**src/rtl/core/dmxp_pkg.sv**
```systemverilog
// Shared types, codes and constants of the DMX USB frame parser.
// No dependencies; dmxp_universe, dmxp_reply and dmx_usb_frame_parser import this package.
package dmxp_pkg;

    localparam int CHAN_W = 9;
    localparam int UNIVERSE_SIZE_DEF = 512;
    localparam logic [7:0] START_CODE = 8'd126;
    localparam logic [7:0] END_CODE = 8'd231;
    localparam logic [7:0] DIFF_LABEL = 8'd100;
    localparam logic [3:0] TEXT_MAX = 4'd8;

    localparam logic [7:0] LBL_SEND = 8'd6;
    localparam logic [7:0] LBL_PARAMS = 8'd3;
    localparam logic [7:0] LBL_SERIAL = 8'd10;
    localparam logic [7:0] LBL_MAKER = 8'd77;
    localparam logic [7:0] LBL_NAME = 8'd78;

    localparam logic [7:0] PARAM_BYTE0 = 8'h09;
    localparam logic [7:0] PARAM_BYTE1 = 8'h02;
    localparam logic [7:0] PARAM_BYTE2 = 8'h28;

    localparam logic [1:0] FUNC_HOST = 2'd0;
    localparam logic [1:0] FUNC_LOCAL = 2'd1;
    localparam logic [1:0] FUNC_RD_PEND = 2'd2;
    localparam logic [1:0] FUNC_RD_ACT = 2'd3;

    localparam logic [1:0] KIND_REPLY = 2'd0;
    localparam logic [1:0] KIND_COMMIT = 2'd1;
    localparam logic [1:0] KIND_READ = 2'd2;

    localparam logic [1:0] RSEL_SERIAL = 2'd0;
    localparam logic [1:0] RSEL_PARAMS = 2'd1;
    localparam logic [1:0] RSEL_MAKER = 2'd2;
    localparam logic [1:0] RSEL_NAME = 2'd3;

    localparam logic [2:0] REG_SERIAL = 3'd0;
    localparam logic [2:0] REG_FIRMWARE = 3'd1;
    localparam logic [2:0] REG_MAKER_ID = 3'd2;
    localparam logic [2:0] REG_DEVICE_ID = 3'd3;
    localparam logic [2:0] REG_MAKER_TEXT = 3'd4;
    localparam logic [2:0] REG_MAKER_LEN = 3'd5;
    localparam logic [2:0] REG_PRODUCT_TEXT = 3'd6;
    localparam logic [2:0] REG_PRODUCT_LEN = 3'd7;

    typedef struct packed {
        logic [31:0] serial_number;
        logic [15:0] firmware_version;
        logic [15:0] manufacturer_id;
        logic [15:0] device_ident;
        logic [63:0] maker_text;
        logic [3:0]  maker_text_length;
        logic [63:0] product_text;
        logic [3:0]  product_text_length;
    } cfg_t;

    typedef struct packed {
        logic              pend_we;
        logic [CHAN_W-1:0] pend_waddr;
        logic [7:0]        pend_wdata;
        logic              pend_re;
        logic [CHAN_W-1:0] pend_raddr;
        logic              act_we;
        logic [CHAN_W-1:0] act_waddr;
        logic [7:0]        act_wdata;
        logic              act_re;
        logic [CHAN_W-1:0] act_raddr;
    } mem_req_t;

endpackage

```
**src/rtl/core/dmxp_reply.sv**
```systemverilog
// Reply byte generator: gives the byte at a position of a query reply and its length.
// Depends on dmxp_pkg.
module dmxp_reply
    import dmxp_pkg::*;
(
    input  logic [1:0] rsel,
    input  logic [3:0] ridx,
    input  cfg_t       cfg,
    output logic [7:0] rbyte,
    output logic [3:0] rlen
);

    logic [3:0] maker_len;
    logic [3:0] product_len;
    logic [3:0] dlen;
    logic [7:0] label;
    logic [3:0] didx;
    logic [2:0] tidx;
    logic [7:0] dbyte;

    assign maker_len = (cfg.maker_text_length > TEXT_MAX) ? TEXT_MAX : cfg.maker_text_length;
    assign product_len = (cfg.product_text_length > TEXT_MAX) ? TEXT_MAX
                       : cfg.product_text_length;
    assign didx = ridx - 4'd4;
    assign tidx = 3'(didx - 4'd2);
    assign rlen = dlen + 4'd5;

    always_comb
    begin
        unique case (rsel)
            RSEL_SERIAL:
            begin
                dlen = 4'd4;
                label = LBL_SERIAL;
                dbyte = cfg.serial_number[8*didx[1:0] +: 8];
            end
            RSEL_PARAMS:
            begin
                dlen = 4'd5;
                label = LBL_PARAMS;
                priority case (didx)
                    4'd0: dbyte = cfg.firmware_version[7:0];
                    4'd1: dbyte = cfg.firmware_version[15:8];
                    4'd2: dbyte = PARAM_BYTE0;
                    4'd3: dbyte = PARAM_BYTE1;
                    default: dbyte = PARAM_BYTE2;
                endcase
            end
            RSEL_MAKER:
            begin
                dlen = maker_len + 4'd2;
                label = LBL_MAKER;
                priority if (didx == 4'd0)
                    dbyte = cfg.manufacturer_id[7:0];
                else if (didx == 4'd1)
                    dbyte = cfg.manufacturer_id[15:8];
                else
                    dbyte = cfg.maker_text[8*tidx +: 8];
            end
            default:
            begin
                dlen = product_len + 4'd2;
                label = LBL_NAME;
                priority if (didx == 4'd0)
                    dbyte = cfg.device_ident[7:0];
                else if (didx == 4'd1)
                    dbyte = cfg.device_ident[15:8];
                else
                    dbyte = cfg.product_text[8*tidx +: 8];
            end
        endcase
    end

    always_comb
    begin
        priority if (ridx == rlen - 4'd1)
            rbyte = END_CODE;
        else if (ridx == 4'd0)
            rbyte = START_CODE;
        else if (ridx == 4'd1)
            rbyte = label;
        else if (ridx == 4'd2)
            rbyte = {4'd0, dlen};
        else if (ridx == 4'd3)
            rbyte = 8'd0;
        else
            rbyte = dbyte;
    end

endmodule

```
**config.mk**
```make
export PLATFORM = sky130hd
export DESIGN_NAME = dmxp_reply
export DESIGN_NICKNAME = d
export VERILOG_FILES = /design/src/rtl/core/dmxp_pkg.sv /design/src/rtl/core/dmxp_reply.sv
export SDC_FILE = /design/constraint.sdc
export NUM_CORES = 1
export LEC_CHECK = 0
export BUFFER_PORTS_ARGS = -buffer_cell sky130_fd_sc_hd__buf_4
export CORE_AREA = 2 2 91 93
export DETAILED_ROUTE_END_ITERATION = 12
export DIE_AREA = 0 0 93 95
export GPL_TIMING_DRIVEN = 0
export PLACE_DENSITY = 0.77
export SLEW_MARGIN = 40
export SYNTH_ARGS = -nofsm -noshare
export SYNTH_HDL_FRONTEND = slang
export SYNTH_SLANG_ARGS = --single-unit
```
**constraint.sdc**
```tcl
create_clock -name vclk -period 3.55
set_input_delay 0.355 -clock vclk [all_inputs]
set_output_delay 0.355 -clock vclk [all_outputs]
set_load 0.05 [all_outputs]
```
After elaboration in Yosys (flattened, before gate mapping)
Index checks and enable logic that the tools add are counted.
Word-level totals
  register bits after elaboration: 0
  bits of input ports: 222
  output and inout bits: 12
  logic and storage cells: 38
Cells by class
  add/subtract/negate cells: 6
  $lt $le $gt $ge: 2
  eq/ne operators: 9
  shifts and indexed selects: 3
  muxes and demuxes: 15
  reductions and logical operators: 3
Operators by type and width (count)
  indexed part select 64 x 7 -> 8 bit: 2
  two-way mux 8 bit: 9
  one-hot mux 8 bit (4 select lines): 1
  indexed part select 32 x 6 -> 8 bit: 1
  one-hot mux 8 bit (3 select lines): 1
  one-hot mux 7 bit (3 select lines): 1
  equality test 4 x 2 -> 1 bit (second input constant): 4
  one-hot mux 4 bit (3 select lines): 1
  adder 4 x 2 -> 4 bit (second input constant): 2
  equality test 4 x 1 -> 1 bit (second input constant): 2
  greater-than comparator 4 bit (second input constant): 2
  zero test 4 bit: 2
  two-way mux 4 bit: 2
  adder 4 x 3 -> 4 bit (second input constant): 1
  equality test 4 bit: 1
  subtractor 4 x 1 -> 4 bit (second input constant): 1
  subtractor 4 x 3 -> 4 bit (second input constant): 1
  subtractor 3 x 2 -> 3 bit (second input constant): 1
  equality test 2 x 1 -> 1 bit (second input constant): 1
  equality test 2 bit (second input constant): 1
  zero test 2 bit: 1

Longest topological paths before layout
  depth in word-level cells: 11
  mapped depth: 13
  mapped depth without buffers: 11

Worst setup path before layout
Ideal clock, no wire load.
  kind: in2out
  from: input rsel[0]
  to: output rbyte[3]
  arrival time: 3.564 ns
  data required time: 3.195 ns
  setup slack: -0.369 ns
  stages: 11
  buffers on the path: 2
  cells stage by stage: inv_1 -> ha_1 -> buf_4 -> nor4bb_1 -> or3_1 -> buf_4 -> ha_1 -> o41a_1 -> a211o_1 -> and3_4 -> a21oi_1
On the way
  elaborated cells on any way between the ends: 14
RTL lines
  start: declaration: line dmxp_reply.sv:6  | input logic [1:0] rsel,
  equality test 2 bit, or another cell as far along: line dmxp_reply.sv:30  | unique case (rsel)
  one-hot mux 4 bit (3 select lines) *: line dmxp_reply.sv:30
  adder 4 x 3 -> 4 bit *: line dmxp_reply.sv:26  | assign rlen = dlen + 4'd5;
  net rlen[1]: line dmxp_reply.sv:10  | output logic [3:0] rlen
  subtractor 4 x 1 -> 4 bit *: line dmxp_reply.sv:76  | priority if (ridx == rlen - 4'd1)
  equality test 4 bit *: line dmxp_reply.sv:76
  two-way mux 8 bit *: line dmxp_reply.sv:76
  end: declaration: line dmxp_reply.sv:9  | output logic [7:0] rbyte,
The timed path passes the listed nets; every way through them passes the cells marked *.

Final worst setup path
  from: input rsel[0]
  to: output rbyte[3]
On the way
  word-level cells in the longest chain between the ends: 7
  elaborated cells on any way between the ends: 14
RTL lines (line)
  branches (longest 6 deep; another with adder 4 x 3 -> 4 bit)
  two-way mux 8 bit *: dmxp_reply.sv:76
Mark *: on every way between the ends.

==> results.md <==
* Via Count at approximately 4300
* Buffers on Ports at 233
* Leakage at roughly 2.1 nW
* DP Wirelength at around 12 mm
* Global Route Usage Sum at roughly a third
* Post-synthesis sequential area ratio at 0%
* CP arrival at around 3.1 ns
* Cell Area, Synth at 0.00259 mm²
* Register Area at 0 µm²
* I/O Pins at around 230
* Drt initial violations at 353
* Hold Startpoint: cfg[151]
* Num rows at 33
* Slew Viols, Final at 0
* Status: finished, final reports clean
* Fill cells at around 780
* Core Footprint at just under 0.008 mm²
* Post-Route WL at ~15 mm
* PD cells at 155 mW/mm²
* Seq_cells at 0
* DRC at 0
* Detailed Routing Iterations Pass 1 at 5
* Hold-fix buffer count after cts at 0
* Synth-to-layout area growth at 76.5%
* Slew @ Worst Pin at approximately 0.77 ns
* Nets at about 840
* Initial antenna violation count at 0
* Largest net degree at the start of global routing at 11
* Worst Path Required at approximately 3.2 ns
* Top post-synthesis cells by area: mux4_2 (15%), mux2i_1 (7.3%), a21oi_1 (7.0%)
* Final cycle utilization of the critical path at between 90% and 100%
* Max IR drop VDD at ~0.057 mV
* Syn nets at 599
* Antenna Cells at 0
* Top sig layer: met4
* Largest area contributor in the netlist: mux4_2
* CP endpoint kind: output pin
* Clock buf count at 0
* Final ANT Viol Nets at 0
* Avg Cell Area, Syn at roughly 7 µm²
* Share of layout cells above drive strength 1 at roughly 47%
* Die Ht at about 95 µm
* Max-cap viol count at 0
* CP Launch Type: primary input
* Final Hold Viols at 0
* DR WL met3 at about 1.6 mm
* Routed length on met1 at 5.88 mm
* GP Congestion at 0.982
* Die ar. at roughly 0.0088 mm²
* Setup-failing EPs final at 0
* Post-synth top area share at 14.8%
* Avg Vias per Cell at 6.04
* GRT overflow at 0
* First-pass GRT wire length at 22.7 mm
* HP Class: in2out
* Mapped Cells at between 300 and 400
* Initial core utilization at approximately a third
* Ys Warns at 0
* CP Launch Point: rsel[0]
* Minimum hold slack at around 1.3 ns
* Vias in the first global route at 4198
* Routed WL per cell at between 20 and 25 µm
* Synth unique cells at 60
* WL met2 at between 7 and 8 mm
* Crit Path Class: in2out
* CP max FO at 10
* Relative slew slack at between 40% and 50%
* Setup_tns at 0 ns
* Crit path time final at 3.46 ns
* Peak Freq at 289 MHz
* RSZ-0062 raised after global routing: true
* Die outline width at 93 µm
## per-layer routing
layer	up-vias	GRT usage, %
li1	1930	-
met1	2015	42.9
met3	32	4.79
met2	309	58.0
met4	0	7.97
met5	-	0
## where the power goes
| part | internal (mW) | switching [mW] |
|---|---|---|
| clock | 0 | 0 |
| sequential | 0 | 0 |
| combinational | 0.344 | 0.365 |
## synthesized netlist by cell type, drive strengths merged (3+ instances only)
| cell type | number |
|---|---|
| o221ai | 6 |
| or2 | 4 |
| o2111ai | 5 |
| a21oi | 36 |
| and2 | 4 |
| and3b | 3 |
| a21boi | 3 |
| a22o | 3 |
| nor3 | 4 |
| o32ai | 4 |
| o31ai | 3 |
| a211o | 3 |
| nand2 | 30 |
| nand3 | 14 |
| mux2 | 3 |
| buf | 17 |
| o22ai | 16 |
| xor2 | 3 |
| a211oi | 3 |
| and3 | 3 |
| o21ai | 30 |
| mux2i | 19 |
| a221oi | 3 |
| a22oi | 3 |
| nand2b | 15 |
| a221o | 3 |
| o211ai | 8 |
| a31oi | 5 |
| clkbuf | 18 |
| ha | 8 |
| nor2b | 9 |
| or3 | 3 |
| nor2 | 22 |
| nand3b | 4 |
| inv | 7 |
| mux4 | 17 |
## worst paths after layout
check,endpoint,slack [ns],cells after the start
max,rbyte[3],0.09,14
min,rbyte[7],1.33,4
## through the flow
stage	std cells	utilization (%)	power, mW	area (µm²)	worst slack, ns
finish	710	57.7	0.709	4570	0.0859
global placement	707	56.6	0.669	4490	-0.450
CTS	709	57.0	0.683	4520	0.00534
floorplan	369	-	0.353	2610	-0.0591
detailed placement	707	56.6	0.673	4490	-0.483
global route	710	57.7	0.747	4570	-0.0300
## cells by family (layout without fill, tap and decap cells)
| kind of cell | after synthesis | count (layout) | synth area share, % |
|---|---|---|---|
| muxes | 39 | 39 | 23.4 |
| adders and majority gates | 8 | 8 | 3.86 |
| buffers and inverters | 42 | 278 | 6.86 |
| AOI/OAI and AO/OA | 151 | 151 | 38.7 |
| xor gates and xnor gates | 5 | 5 | 1.69 |
| and+or+nand+nor | 124 | 124 | 25.5 |
## final cells by class
cell class,count,area [µm²],area share [%]
repair buffers,236,1780,38.8
well taps,105,131,2.87
inverters,7,26.3,0.574
multi-input cells,327,2470,54.0
plain buffers,35,170,3.72
## layout by cell type (no fill, tap or decap), drive strengths merged, types with 4 or more instances in the layout
cell,netlist,layout
a31oi,5,5
buf,17,254
mux2i,19,19
a21oi,36,36
nor2b,9,9
or2,4,4
o211ai,8,8
nand2,30,30
o221ai,6,6
nand3b,4,4
o2111ai,5,5
nand2b,15,15
mux4,17,17
nor3,4,4
nor2,22,22
and2,4,4
o21ai,30,30
o22ai,16,16
ha,8,8
inv,7,7
clkbuf,18,17
nand3,14,14
o32ai,4,4
## worst max-delay path: stages
cell and delay, ns:
buf_4 0.13, inv_1 0.10, ha_1 0.17, buf_6 0.15, buf_8 0.16, mux2i_2 0.23, ha_1 0.23, xor2_1 0.22
a22oi_2 0.13, a211o_1 0.29, a211o_1 0.33, and3_4 0.21, a21oi_2 0.17, buf_4 0.23
## what timing repair did
| action | CTS | global route |
|---|---|---|
| endpoints found under the setup margin | 8 | 8 |
| buffers inserted | 2 | 1 |
| pin swaps | 1 | 7 |
| resized for setup | 7 | 11 |
| cloned | 0 | 0 |
Power figures use the tool's default switching activity.
